<file path="src/hcrt_pkg.sv">
// ---------------------------------------------------------------------------
// Held command release table: package
// Shared types, codes and constants.
// ---------------------------------------------------------------------------
package hcrt_pkg;

    localparam int CMD_W        = 16;
    localparam int AGE_W        = 16;
    localparam int TIME_W       = 16;
    localparam int RESULT_LIMIT = 16;
    localparam int COUNT_W      = $clog2(RESULT_LIMIT + 1);

    localparam logic [15:0] MIN_HOLD_RESET = 16'd180;
    localparam logic [15:0] MAX_HOLD_RESET = 16'd4000;

    localparam logic EV_BEGIN = 1'b0;
    localparam logic EV_END   = 1'b1;

    localparam logic REG_MIN_HOLD = 1'b0;
    localparam logic REG_MAX_HOLD = 1'b1;

    typedef enum logic [1:0] {
        ACT_PRESS   = 2'd0,
        ACT_RELEASE = 2'd1,
        ACT_PULSE   = 2'd2,
        ACT_TICK    = 2'd3
    } action_t;

    typedef enum logic [2:0] {
        ST_IDLE,
        ST_MATCH,
        ST_BEGIN,
        ST_SWEEP,
        ST_FULL,
        ST_FLUSH
    } state_t;

    typedef struct packed {
        logic [CMD_W-1:0] cmd;
        logic [AGE_W-1:0] age;
        logic             down;
    } entry_t;

    typedef struct packed {
        action_t           act;
        logic [CMD_W-1:0]  key;
        logic [TIME_W-1:0] elapsed;
        logic [TIME_W-1:0] min_hold;
        logic [TIME_W-1:0] max_hold;
        logic              hit;
        logic              claimed;
        logic              room;
    } head_ctrl_t;

    typedef struct packed {
        entry_t           entry;
        logic             emit;
        logic [CMD_W-1:0] emit_cmd;
        logic             claim;
    } head_res_t;

endpackage

</file>
<file path="src/hcrt_cell.sv">
// ---------------------------------------------------------------------------
// Held command release table: storage cell
// Holds one entry, passes it to its neighbour on each shift, flags a match.
// ---------------------------------------------------------------------------
module hcrt_cell
(
    input  logic                     clk,
    input  logic                     rst_n,
    input  logic                     shift,
    input  hcrt_pkg::entry_t         entry_in,
    input  logic [hcrt_pkg::CMD_W-1:0] key,
    output hcrt_pkg::entry_t         entry,
    output logic                     match
);

    hcrt_pkg::entry_t entry_reg;
    hcrt_pkg::entry_t entry_next;

    always_comb
    begin
        entry_next = entry_reg;
        if (shift)
        begin
            entry_next = entry_in;
        end
    end

    always_ff @(posedge clk or negedge rst_n)
    begin
        if (!rst_n)
        begin
            entry_reg <= '0;
        end
        else
        begin
            entry_reg <= entry_next;
        end
    end

    assign entry = entry_reg;
    assign match = (entry_reg.cmd == key);

endmodule

</file>
<file path="src/hcrt_head.sv">
// ---------------------------------------------------------------------------
// Held command release table: update head
// Applies the current operation to the entry leaving the front of the ring.
// ---------------------------------------------------------------------------
module hcrt_head
(
    input  hcrt_pkg::head_ctrl_t ctrl,
    input  hcrt_pkg::entry_t     entry_in,
    output hcrt_pkg::head_res_t  res
);

    logic [hcrt_pkg::AGE_W:0]   age_sum;
    logic [hcrt_pkg::AGE_W-1:0] age_sat;
    logic                       expire;

    assign age_sum = {1'b0, entry_in.age} + {1'b0, ctrl.elapsed};
    assign age_sat = age_sum[hcrt_pkg::AGE_W] ? '1 : age_sum[hcrt_pkg::AGE_W-1:0];
    assign expire  = ctrl.room
                     && (((age_sat >= ctrl.min_hold) && !entry_in.down)
                         || (age_sat >= ctrl.max_hold));

    always_comb
    begin
        res          = '0;
        res.entry    = entry_in;
        res.emit_cmd = entry_in.cmd;
        case (ctrl.act)
            hcrt_pkg::ACT_PRESS, hcrt_pkg::ACT_PULSE:
            begin
                if (entry_in.cmd == ctrl.key)
                begin
                    res.entry.age  = '0;
                    res.entry.down = (ctrl.act == hcrt_pkg::ACT_PRESS);
                end
                else if (!ctrl.hit && !ctrl.claimed && (entry_in.cmd == '0))
                begin
                    res.entry.cmd  = ctrl.key;
                    res.entry.age  = '0;
                    res.entry.down = (ctrl.act == hcrt_pkg::ACT_PRESS);
                    res.claim      = 1'b1;
                end
            end
            hcrt_pkg::ACT_RELEASE:
            begin
                if (entry_in.cmd == ctrl.key)
                begin
                    res.entry.down = 1'b0;
                end
            end
            default:
            begin
                if (entry_in.cmd != '0)
                begin
                    if (expire)
                    begin
                        res.entry = '0;
                        res.emit  = 1'b1;
                    end
                    else
                    begin
                        res.entry.age = age_sat;
                    end
                end
            end
        endcase
    end

endmodule

</file>
<file path="src/held_command_release_table.sv">
// ---------------------------------------------------------------------------
// Held command release table
// Table of held commands with age timers, released on ticks.
// ---------------------------------------------------------------------------
// The entries sit in a ring of cells that rotates past one update head, one
// entry per cycle while no result waits for room at the output side, so every
// press, release, pulse or tick passes through the match, begin, sweep, full
// and flush states from acceptance until the next item can be taken. Items
// with command id zero, other than ticks, are taken without leaving idle and
// give no result. Results leave in slot order, begin before end, with tlast
// on the final one of each item; an item's last result may still be waiting
// at the output when the next item is accepted.
module held_command_release_table
#(
    parameter int TABLE_ENTRIES = 16
)
(
    input  logic        clk,
    input  logic        rst_n,
    // APB configuration
    input  logic        psel,
    input  logic        penable,
    input  logic        pwrite,
    input  logic [2:0]  paddr,
    input  logic [31:0] pwdata,
    output logic [31:0] prdata,
    output logic        pready,
    // input items
    input  logic        s_axis_tvalid,
    output logic        s_axis_tready,
    input  logic [31:0] s_axis_tdata,   // [15:0] command_id, [31:16] elapsed_ms
    input  logic [1:0]  s_axis_tuser,   // [1:0] action
    // result items
    output logic        m_axis_tvalid,
    input  logic        m_axis_tready,
    output logic [15:0] m_axis_tdata,   // [15:0] command_id_out
    output logic        m_axis_tuser,   // [0] event_res
    output logic        m_axis_tlast    // last
);

    localparam int STEP_W = $clog2(TABLE_ENTRIES);
    localparam logic [STEP_W-1:0] STEP_LAST = STEP_W'(TABLE_ENTRIES - 1);

    // configuration
    logic [15:0] min_hold_reg, min_hold_next;
    logic [15:0] max_hold_reg, max_hold_next;
    logic        cfg_wr;

    assign pready = 1'b1;
    assign cfg_wr = psel && penable && pwrite;

    always_comb
    begin
        min_hold_next = min_hold_reg;
        max_hold_next = max_hold_reg;
        if (cfg_wr)
        begin
            unique case (paddr[2])
                hcrt_pkg::REG_MIN_HOLD: min_hold_next = pwdata[15:0];
                hcrt_pkg::REG_MAX_HOLD: max_hold_next = pwdata[15:0];
                default: ;
            endcase
        end
    end

    always_comb
    begin
        unique case (paddr[2])
            hcrt_pkg::REG_MIN_HOLD: prdata = {16'd0, min_hold_reg};
            hcrt_pkg::REG_MAX_HOLD: prdata = {16'd0, max_hold_reg};
            default:                prdata = '0;
        endcase
    end

    always_ff @(posedge clk or negedge rst_n)
    begin
        if (!rst_n)
        begin
            min_hold_reg <= hcrt_pkg::MIN_HOLD_RESET;
            max_hold_reg <= hcrt_pkg::MAX_HOLD_RESET;
        end
        else
        begin
            min_hold_reg <= min_hold_next;
            max_hold_reg <= max_hold_next;
        end
    end

    // control state
    hcrt_pkg::state_t  state_reg, state_next;
    hcrt_pkg::action_t act_reg, act_next;
    logic [15:0]       key_reg, key_next;
    logic [15:0]       elapsed_reg, elapsed_next;
    logic              hit_reg, hit_next;
    logic              claimed_reg, claimed_next;
    logic [hcrt_pkg::COUNT_W-1:0] count_reg, count_next;
    logic [STEP_W-1:0] step_reg, step_next;

    // result staging
    logic        pend_valid_reg, pend_valid_next;
    logic        pend_ev_reg, pend_ev_next;
    logic [15:0] pend_cmd_reg, pend_cmd_next;
    logic        out_valid_reg, out_valid_next;
    logic        out_ev_reg, out_ev_next;
    logic [15:0] out_cmd_reg, out_cmd_next;
    logic        out_last_reg, out_last_next;

    hcrt_pkg::action_t in_act;
    logic              in_accept;
    logic              in_live;
    logic              hold_op;

    logic        emit_req;
    logic        emit_ev;
    logic [15:0] emit_cmd;
    logic        emit_ok;
    logic        out_free;
    logic        do_emit;
    logic        move;
    logic        advance;
    logic        flush_go;

    // ring of cells
    hcrt_pkg::entry_t          cell_entry [TABLE_ENTRIES];
    hcrt_pkg::entry_t          cell_in    [TABLE_ENTRIES];
    logic [TABLE_ENTRIES-1:0]  match_vec;
    hcrt_pkg::head_ctrl_t      head_ctrl;
    hcrt_pkg::head_res_t       head_res;
    logic                      shift;

    for (genvar g = 0; g < TABLE_ENTRIES; g++)
    begin : g_cell
        if (g == TABLE_ENTRIES - 1)
        begin : g_tail
            assign cell_in[g] = head_res.entry;
        end
        else
        begin : g_mid
            assign cell_in[g] = cell_entry[g+1];
        end

        hcrt_cell u_cell
        (
            .clk      (clk),
            .rst_n    (rst_n),
            .shift    (shift),
            .entry_in (cell_in[g]),
            .key      (key_reg),
            .entry    (cell_entry[g]),
            .match    (match_vec[g])
        );
    end

    assign head_ctrl.act      = act_reg;
    assign head_ctrl.key      = key_reg;
    assign head_ctrl.elapsed  = elapsed_reg;
    assign head_ctrl.min_hold = min_hold_reg;
    assign head_ctrl.max_hold = max_hold_reg;
    assign head_ctrl.hit      = hit_reg;
    assign head_ctrl.claimed  = claimed_reg;
    assign head_ctrl.room     = (count_reg < hcrt_pkg::COUNT_W'(hcrt_pkg::RESULT_LIMIT));

    hcrt_head u_head
    (
        .ctrl     (head_ctrl),
        .entry_in (cell_entry[0]),
        .res      (head_res)
    );

    assign in_act    = hcrt_pkg::action_t'(s_axis_tuser);
    assign in_accept = s_axis_tvalid && s_axis_tready;
    assign in_live   = (in_act == hcrt_pkg::ACT_TICK) || (s_axis_tdata[15:0] != 16'd0);
    assign hold_op   = (act_reg == hcrt_pkg::ACT_PRESS) || (act_reg == hcrt_pkg::ACT_PULSE);

    assign out_free = !out_valid_reg || m_axis_tready;
    assign emit_ok  = !pend_valid_reg || out_free;

    // outputs of the sequencer
    always_comb
    begin
        s_axis_tready = 1'b0;
        emit_req      = 1'b0;
        emit_ev       = hcrt_pkg::EV_END;
        emit_cmd      = key_reg;
        advance       = 1'b0;
        flush_go      = 1'b0;
        unique case (state_reg)
            hcrt_pkg::ST_IDLE:
            begin
                s_axis_tready = 1'b1;
            end
            hcrt_pkg::ST_BEGIN:
            begin
                emit_req = hold_op && !hit_reg;
                emit_ev  = hcrt_pkg::EV_BEGIN;
            end
            hcrt_pkg::ST_SWEEP:
            begin
                emit_req = head_res.emit;
                emit_cmd = head_res.emit_cmd;
                advance  = !head_res.emit || emit_ok;
            end
            hcrt_pkg::ST_FULL:
            begin
                emit_req = hold_op && !hit_reg && !claimed_reg;
            end
            hcrt_pkg::ST_FLUSH:
            begin
                flush_go = !pend_valid_reg || out_free;
            end
            default: ;
        endcase
    end

    assign shift   = advance;
    assign do_emit = emit_req && emit_ok;
    assign move    = pend_valid_reg
                     && (do_emit || ((state_reg == hcrt_pkg::ST_FLUSH) && out_free));

    // next state
    always_comb
    begin
        state_next = state_reg;
        unique case (state_reg)
            hcrt_pkg::ST_IDLE:
            begin
                if (in_accept && in_live)
                begin
                    state_next = hcrt_pkg::ST_MATCH;
                end
            end
            hcrt_pkg::ST_MATCH:
            begin
                state_next = hcrt_pkg::ST_BEGIN;
            end
            hcrt_pkg::ST_BEGIN:
            begin
                if (!emit_req || emit_ok)
                begin
                    state_next = hcrt_pkg::ST_SWEEP;
                end
            end
            hcrt_pkg::ST_SWEEP:
            begin
                if (advance && (step_reg == STEP_LAST))
                begin
                    state_next = hcrt_pkg::ST_FULL;
                end
            end
            hcrt_pkg::ST_FULL:
            begin
                if (!emit_req || emit_ok)
                begin
                    state_next = hcrt_pkg::ST_FLUSH;
                end
            end
            hcrt_pkg::ST_FLUSH:
            begin
                if (flush_go)
                begin
                    state_next = hcrt_pkg::ST_IDLE;
                end
            end
            default:
            begin
                state_next = hcrt_pkg::ST_IDLE;
            end
        endcase
    end

    // datapath registers
    always_comb
    begin
        act_next        = act_reg;
        key_next        = key_reg;
        elapsed_next    = elapsed_reg;
        hit_next        = hit_reg;
        claimed_next    = claimed_reg;
        count_next      = count_reg;
        step_next       = step_reg;
        pend_valid_next = pend_valid_reg;
        pend_ev_next    = pend_ev_reg;
        pend_cmd_next   = pend_cmd_reg;
        out_valid_next  = out_valid_reg;
        out_ev_next     = out_ev_reg;
        out_cmd_next    = out_cmd_reg;
        out_last_next   = out_last_reg;

        if (in_accept)
        begin
            act_next     = in_act;
            key_next     = s_axis_tdata[15:0];
            elapsed_next = s_axis_tdata[31:16];
            claimed_next = 1'b0;
            count_next   = '0;
            step_next    = '0;
        end
        if (state_reg == hcrt_pkg::ST_MATCH)
        begin
            hit_next = |match_vec;
        end
        if (advance)
        begin
            step_next = step_reg + 1'b1;
            if (head_res.claim)
            begin
                claimed_next = 1'b1;
            end
            if (head_res.emit)
            begin
                count_next = count_reg + 1'b1;
            end
        end

        if (move)
        begin
            out_valid_next = 1'b1;
            out_ev_next    = pend_ev_reg;
            out_cmd_next   = pend_cmd_reg;
            out_last_next  = (state_reg == hcrt_pkg::ST_FLUSH);
        end
        else if (m_axis_tready)
        begin
            out_valid_next = 1'b0;
        end

        if (do_emit)
        begin
            pend_valid_next = 1'b1;
            pend_ev_next    = emit_ev;
            pend_cmd_next   = emit_cmd;
        end
        else if (move)
        begin
            pend_valid_next = 1'b0;
        end
    end

    always_ff @(posedge clk or negedge rst_n)
    begin
        if (!rst_n)
        begin
            state_reg      <= hcrt_pkg::ST_IDLE;
            claimed_reg    <= 1'b0;
            hit_reg        <= 1'b0;
            count_reg      <= '0;
            step_reg       <= '0;
            pend_valid_reg <= 1'b0;
            out_valid_reg  <= 1'b0;
        end
        else
        begin
            state_reg      <= state_next;
            claimed_reg    <= claimed_next;
            hit_reg        <= hit_next;
            count_reg      <= count_next;
            step_reg       <= step_next;
            pend_valid_reg <= pend_valid_next;
            out_valid_reg  <= out_valid_next;
        end
    end

    always_ff @(posedge clk)
    begin
        act_reg      <= act_next;
        key_reg      <= key_next;
        elapsed_reg  <= elapsed_next;
        pend_ev_reg  <= pend_ev_next;
        pend_cmd_reg <= pend_cmd_next;
        out_ev_reg   <= out_ev_next;
        out_cmd_reg  <= out_cmd_next;
        out_last_reg <= out_last_next;
    end

    assign m_axis_tvalid = out_valid_reg;
    assign m_axis_tdata  = out_cmd_reg;
    assign m_axis_tuser  = out_ev_reg;
    assign m_axis_tlast  = out_last_reg;

endmodule

</file>
<file path="config.mk">
export PLATFORM = sky130hd
export DESIGN_NAME = held_command_release_table
export DESIGN_NICKNAME = d
export VERILOG_FILES = /design/src/hcrt_pkg.sv /design/src/hcrt_cell.sv /design/src/hcrt_head.sv /design/src/held_command_release_table.sv
export SDC_FILE = /design/constraint.sdc
export NUM_CORES = 1
export LEC_CHECK = 0
export BUFFER_PORTS_ARGS = -buffer_cell sky130_fd_sc_hd__buf_4
export CAP_MARGIN = 20
export CORE_MARGIN = 1.5
export CORE_UTILIZATION = 55
export DETAILED_ROUTE_END_ITERATION = 10
export PLACE_DENSITY = 0.75
export SKIP_LAST_GASP = 1
export SYNTH_ARGS = -nofsm -noshare
export SYNTH_HDL_FRONTEND = slang
export SYNTH_HIERARCHICAL = 1
export SYNTH_SLANG_ARGS = --single-unit
export TNS_END_PERCENT = 20
</file>
<file path="constraint.sdc">
create_clock -name clk -period 6.1 [get_ports clk]
set_input_delay 0.61 -clock clk [delete_from_list [all_inputs] [get_ports clk]]
set_output_delay 0.61 -clock clk [all_outputs]
set_load 0.02 [all_outputs]
</file>
**After elaboration in Yosys (flattened, before gate mapping)**

Index checks and enable logic that the tools add are counted.

- Add/sub/neg operators: 3
- $lt $le $gt $ge: 3
- Eq/ne operators: 30
- Muxes and demuxes: 40
- Bitwise operators: 1
- Reductions and logical operators: 43

Operators with widths:

| cell | number |
|---|---|
| equality test 16 bit | 16 |
| case mux 32 bit (2 select lines) | 2 |
| two-way mux 16 bit | 5 |
| two-way mux 34 bit | 1 |
| two-way mux 33 bit | 1 |
| greater-or-equal comparator 16 bit | 2 |
| nonzero test 16 bit | 2 |
| case mux 3 bit (6 select lines) | 1 |
| adder 16 x 16 -> 17 bit | 1 |
| two-way mux 17 bit | 1 |
| zero test 16 bit | 1 |
| two-way mux 1 bit | 16 |
| OR reduction 16 bit | 1 |
| two-way mux 3 bit | 5 |
| two-way mux 5 bit | 3 |
| logical AND 1 bit | 14 |
| != test 2 bit (second input constant) | 5 |
| logical OR 1 bit | 8 |
| two-way mux 4 bit | 2 |
| zero test 1 bit | 7 |
| equality test 3 x 2 -> 1 bit (second input constant) | 2 |
| equality test 3 bit (second input constant) | 2 |
| nonzero test 2 bit | 3 |
| adder 5 x 1 -> 5 bit (second input constant) | 1 |
| 16 further kinds | 18 |

- Flip-flop bits (word level): 645
- Input bits: 76
- Output and inout bits: 53
- Logic and storage cells: 185

**Longest topological paths before layout**

- Word-level depth: 15
- Mapped depth: 22
- Gate-level depth less buffers: 19

**Modules after synthesis**

Netlist, hierarchy kept.

By module, submodules not included:

| module | times used | cells each | area an instance (um^2) | seq. area each (um^2) |
|---|---|---|---|---|
| hcrt_cell | 16 | 91 | 1559.0 | 825.8 |
| held_command_release_table | 1 | 330 | 4819.6 | 3285.7 |
| hcrt_head | 1 | 354 | 2508.7 | 0.0 |

**Worst setup path before layout**

OpenSTA, ideal clock, no wires.

- Kind: reg-to-reg
- Start: register g_cell[0].u_cell.entry_reg (netlist bit g_cell[0].u_cell/entry[14])
- End: register out_cmd_reg[0], in the netlist m_axis_tdata[0] (enable)
- Library setup time: 0.392 ns
- Arrival time: 4.844 ns
- Data required time: 5.708 ns
- Path slack: 0.864 ns
- Stages on the path, launching flop included: 20
- Buffers on the path: 2
- Clock period less this slack: 5.236 ns
- Cells stage by stage: dfrtp_1 ha_1 a21o_1 a21o_1 a221o_1 or4_1 and2_2 ha_1 nand4_1 nor2_1 nand3_1 a31oi_1 o2111ai_1 clkbuf_1 inv_1 clkbuf_1 inv_1 o21ai_0 o21ai_1 nor2_1

RTL lines:

| what | line | source |
|---|---|---|
| start, declared | hcrt_cell.sv:16 | `hcrt_pkg::entry_t entry_reg;` |
| start signal, assigned | hcrt_cell.sv:36 | `entry_reg <= entry_next;` |
| end signal, assigned | held_command_release_table.sv:371 | `out_cmd_reg <= out_cmd_next;` |
| end, declared | held_command_release_table.sv:105 | `logic [15:0] out_cmd_reg, out_cmd_next;` |

==> impl_metrics.xml <==
<?xml version="1.0" encoding="UTF-8"?>
<metrics>
  <group name="worst_setup_path">
    <metric name="timing.critical_path.required" unit="ps">6580</metric>
    <metric name="critical_path.cell_chain" unit="">ha_1 &gt; fa_1 &gt; a211oi_1 &gt; o211ai_1 &gt; nand4_1 &gt; and2_2 &gt; nand2b_1 &gt; inv_1 &gt; ha_1 &gt; nor3b_1 &gt; o21ai_0 &gt; a211oi_1 &gt; o21ai_0 &gt; o2111ai_1 &gt; inv_1 &gt; a21oi_4 &gt; buf_12 &gt; buf_12 &gt; mux2_4</metric>
    <metric name="crit-reg2reg-capture" unit="">g_cell[7].u_cell/entry[23]$_DFFE_PN0P_</metric>
    <metric name="crit_buf_inv" unit="">4</metric>
    <metric name="critical-path-max-stage-delay" unit="ps">440</metric>
    <metric name="worst-path-stages" unit="">19</metric>
    <metric name="setup.worst_path.start" unit="">g_cell[0].u_cell/entry[1]$_DFFE_PN0P_</metric>
    <metric name="timing.critical_path.from_type" unit="">flip-flop</metric>
    <metric name="crit_path_end" unit="">g_cell[7].u_cell/entry[23]$_DFFE_PN0P_</metric>
    <metric name="cp.arrival" unit="ps">6230</metric>
    <metric name="setup.reg_to_reg.worst_slack" unit="ps">350</metric>
    <metric name="cp_capture_type" unit="">flip-flop</metric>
    <metric name="timing.critical_path.slowest_stage_cell" unit="">sky130_fd_sc_hd__fa_1</metric>
    <metric name="number_of_cells_on_the_worst_reg_to_reg_path" unit="">19</metric>
    <metric name="crit_path_max_fanout" unit="">48</metric>
    <metric name="critical_path.top_delay_family" unit="">compound AO/OA/AOI/OAI gates</metric>
    <metric name="regToRegStartpoint" unit="">g_cell[0].u_cell/entry[1]$_DFFE_PN0P_</metric>
    <metric name="kind_of_critical_path" unit="">reg -&gt; reg</metric>
  </group>
  <group name="power">
    <metric name="sw_frac_of_total" unit="%">32.6</metric>
    <metric name="p_sw" unit="uW">4970</metric>
    <metric name="power_frac_seq" unit="%">39.3</metric>
    <metric name="p_leak" unit="uW">0.0163</metric>
    <metric name="fin_total_pwr" unit="uW">15300</metric>
    <metric name="irDropWorstVdd" unit="uV">352</metric>
    <metric name="share_clk_of_total_power" unit="%">26.8</metric>
    <metric name="share_comb_of_total_power" unit="%">33.9</metric>
    <metric name="internal_power" unit="uW">10300</metric>
    <metric name="cellPowerDensity" unit="nW/um^2">431</metric>
  </group>
  <group name="routing">
    <metric name="first_iter_violations" unit="">1243</metric>
    <metric name="routed_wl" unit="um">62100</metric>
    <metric name="drtAntennaViolNets" unit="">0</metric>
    <metric name="post-route-drc-count" unit="">0</metric>
    <metric name="wl_per_cell" unit="um">20.2</metric>
    <metric name="drtPass1Iterations" unit="">5</metric>
    <metric name="vias_post_dr" unit="">17064</metric>
    <metric name="post_drt_via_cell_ratio" unit="">5.55</metric>
  </group>
  <group name="die">
    <metric name="io_pins" unit="">129</metric>
    <metric name="row_count" unit="">88</metric>
    <metric name="die_width" unit="um">245</metric>
    <metric name="core-area" unit="sq um">57800</metric>
    <metric name="start_util" unit="%">55.8</metric>
    <metric name="fp.dieH" unit="um">245</metric>
    <metric name="floorplan.die_area" unit="sq um">60100</metric>
  </group>
  <group name="placed_design">
    <metric name="place.port_buffers" unit="">93</metric>
    <metric name="dp_cells" unit="">2952</metric>
    <metric name="place_congestion" unit="">0.849</metric>
    <metric name="dp.final_hpwl" unit="um">40100</metric>
  </group>
  <group name="global_routing">
    <metric name="met2_usage" unit="%">31.1</metric>
    <metric name="grt_remaining_overflow" unit="">0</metric>
    <metric name="grt.met3_usage" unit="%">4.75</metric>
    <metric name="grt-busiest-layer" unit="">met1</metric>
    <metric name="grt_pass1_wl" unit="um">102000</metric>
    <metric name="met1_usage" unit="%">31.2</metric>
    <metric name="antenna_found_initial" unit="">0</metric>
    <metric name="grt.total_usage" unit="%">21.2</metric>
    <metric name="grt_max_degree" unit="">186</metric>
    <metric name="first_global_vias" unit="">18202</metric>
  </group>
  <group name="yosys">
    <metric name="number_of_synthesized_flops_with_an_enable_pin" unit="">69</metric>
    <metric name="synth_largest_type_area_fraction" unit="%">43.9</metric>
    <metric name="synth_flop_cell" unit="">sky130_fd_sc_hd__dfrtp_1</metric>
    <metric name="yosys_warnings" unit="">6</metric>
    <metric name="post-synth-top-area-cell" unit="">sky130_fd_sc_hd__dfrtp_1</metric>
    <metric name="syn_area_per_cell" unit="sq um">15.1</metric>
    <metric name="seq_area_frac_synth" unit="%">51.1</metric>
    <metric name="synthDistinctLibCells" unit="">73</metric>
    <metric name="cell_count_after_synthesis" unit="">2140</metric>
    <metric name="yosys-top-cells-area" unit="">sky130_fd_sc_hd__dfrtp_1 (44%), sky130_fd_sc_hd__mux2_4 (22%), sky130_fd_sc_hd__xnor2_1 (7.5%)</metric>
    <metric name="post-synth-top-count-cell" unit="">sky130_fd_sc_hd__dfrtp_1</metric>
    <metric name="synth_area" unit="sq um">32300</metric>
    <metric name="asyncSetResetFlopFracSynth" unit="%">89.3</metric>
    <metric name="synth_common_cells" unit="">sky130_fd_sc_hd__dfrtp_1 (566), sky130_fd_sc_hd__mux2_4 (480), sky130_fd_sc_hd__xnor2_1 (276), sky130_fd_sc_hd__mux2_2 (94), sky130_fd_sc_hd__nand2_1 (81)</metric>
    <metric name="synth_seq_cells" unit="">645</metric>
  </group>
  <group name="final_layout">
    <metric name="num_antenna_cells" unit="">0</metric>
    <metric name="stdcell_count" unit="">3076</metric>
    <metric name="multi_input_area" unit="sq um">14200</metric>
    <metric name="numnets_final" unit="">2388</metric>
    <metric name="filler_cell_count" unit="">4201</metric>
    <metric name="largest_register_ffs" unit="">528</metric>
    <metric name="layout.core_utilization" unit="%">61.2</metric>
    <metric name="sequential_cell_area" unit="sq um">16500</metric>
    <metric name="synthToLayoutAreaGrowth" unit="%">9.63</metric>
    <metric name="final_layout_size_suffix_gt1_share" unit="%">37.6</metric>
  </group>
  <group name="cts">
    <metric name="tritoncts" unit="">yes</metric>
    <metric name="numCtsBuffers" unit="">70</metric>
    <metric name="numClockSinks" unit="">645</metric>
    <metric name="clock_path_buffers" unit="">3</metric>
    <metric name="clk-insertion-delay-late" unit="ps">620</metric>
    <metric name="worst_setup_hold_path_clk_slew" unit="ps">70</metric>
    <metric name="ctsRootBufferMaster" unit="">sky130_fd_sc_hd__clkbuf_16</metric>
    <metric name="cts-htree-levels" unit="">3</metric>
  </group>
  <group name="sta">
    <metric name="fin_setup_tns" unit="ps">0</metric>
    <metric name="maxClockFrequency" unit="MHz">174</metric>
    <metric name="setup_viol_count_final" unit="">0</metric>
    <metric name="final.min_clock_period" unit="ps">5750</metric>
    <metric name="timing.final.crit_share" unit="%">94.3</metric>
    <metric name="tightestPinTransition" unit="ps">1060</metric>
    <metric name="worst_slew_margin_rel" unit="%">29.6</metric>
    <metric name="slew_viol_final" unit="">0</metric>
    <metric name="clock-skew-final" unit="ps">31.5</metric>
    <metric name="hold_viol" unit="">0</metric>
    <metric name="grt_setup_unrepaired" unit="">false</metric>
  </group>
  <group name="worst_hold_path">
    <metric name="hold_class" unit="">in -&gt; reg</metric>
  </group>
  <group name="job">
    <metric name="max-cap-violations" unit="">0</metric>
  </group>
  <group name="status">
    <metric name="run_status" unit="">finished, final reports clean</metric>
  </group>
</metrics>
## worst min-delay path by stage
stage,slack (ps),cells after the start,from,endpoint
final,180,1,s_axis_tdata[9],key_reg[9]$_DFFE_PP_
after global routing,150,1,s_axis_tdata[26],elapsed_reg[10]$_DFFE_PP_
after CTS,140,1,s_axis_tdata[29],elapsed_reg[13]$_DFFE_PP_
after detailed placement,410,0,pend_cmd_reg[6]$_DFFE_PP_,m_axis_tdata[6]$_DFFE_PP_
after global placement,430,0,pend_ev_reg$_DFFE_PP_,m_axis_tuser$_DFFE_PP_
after floorplan,310,0,rst_n,claimed_reg$_DFF_PN0_
## power groups by stage
stage / Combinational [uW] / Sequential, uW / Clock [uW]
6_report: 5170 / 5990 / 4090
5_1_grt: 5520 / 6110 / 4360
4_1_cts: 5180 / 6000 / 4190
3_5_place_dp: 5140 / 6040 / 0
3_3_place_gp: 5010 / 6010 / 0
2_1_floorplan: 4730 / 5900 / 0
## cell type report
cell class | count | area share, %
multi-input cells | 1356 | 40.2
clock inverters | 27 | 0.750
flip-flops and latches | 645 | 46.6
clock buffers | 95 | 5.50
well taps | 765 | 2.71
inverters | 40 | 0.424
repair buffers | 148 | 3.83
## routing by layer
layer | vias up | part of all wire (%)
met5 | - | 0
met4 | 0 | 2.4
met3 | 105 | 5.6
met2 | 390 | 44
met1 | 8757 | 48
li1 | 7812 | -
## repair_timing
| item | 4_1_cts | 5_1_grt |
|---|---|---|
| hold endpoints to repair | 43 | 0 |
| hold buffers | 1 | 0 |
| resized for setup | 0 | 2 |
| buffers inserted | 0 | 0 |
| setup endpoints to repair | 0 | 402 |
## cells by family after synthesis
kind of cell / share of synthesized area (%)
AO/OA/AOI/OAI: 3.12
XOR/XNOR: 7.60
adder cells (fa/ha/maj): 2.00
buffers and inverters: 5.03
flip-flops: 51.1
multiplexers: 25.8
other: 0.0233
AND/OR/NAND/NOR: 5.25
## cells in the final DEF, fill, tap and decap left out, types with 26 or more instances in the layout
master / synthesis / routed
sky130_fd_sc_hd__xnor2_1: 276 / 276
sky130_fd_sc_hd__mux2_2: 94 / 94
sky130_fd_sc_hd__clkbuf_16: 0 / 71
sky130_fd_sc_hd__nand4_1: 75 / 75
sky130_fd_sc_hd__inv_1: 39 / 39
sky130_fd_sc_hd__nand2_1: 81 / 81
sky130_fd_sc_hd__dfrtp_1: 566 / 566
sky130_fd_sc_hd__ha_1: 50 / 50
sky130_fd_sc_hd__edfxtp_1: 69 / 69
sky130_fd_sc_hd__buf_4: 36 / 127
sky130_fd_sc_hd__mux2_4: 480 / 480
sky130_fd_sc_hd__nor2_1: 26 / 26
## metrics by stage
| stage | hold slack (ps) | area, sq um | setup slack (ps) |
|---|---|---|---|
| 2_1_floorplan | 314 | 32300 | 864 |
| 3_3_place_gp | 431 | 33100 | 358 |
| 3_5_place_dp | 406 | 33100 | 307 |
| 4_1_cts | 140 | 35400 | 242 |
| 5_1_grt | 145 | 35400 | 22.0 |
| 6_report | 175 | 35400 | 348 |
Power figures use the tool's default switching activity.
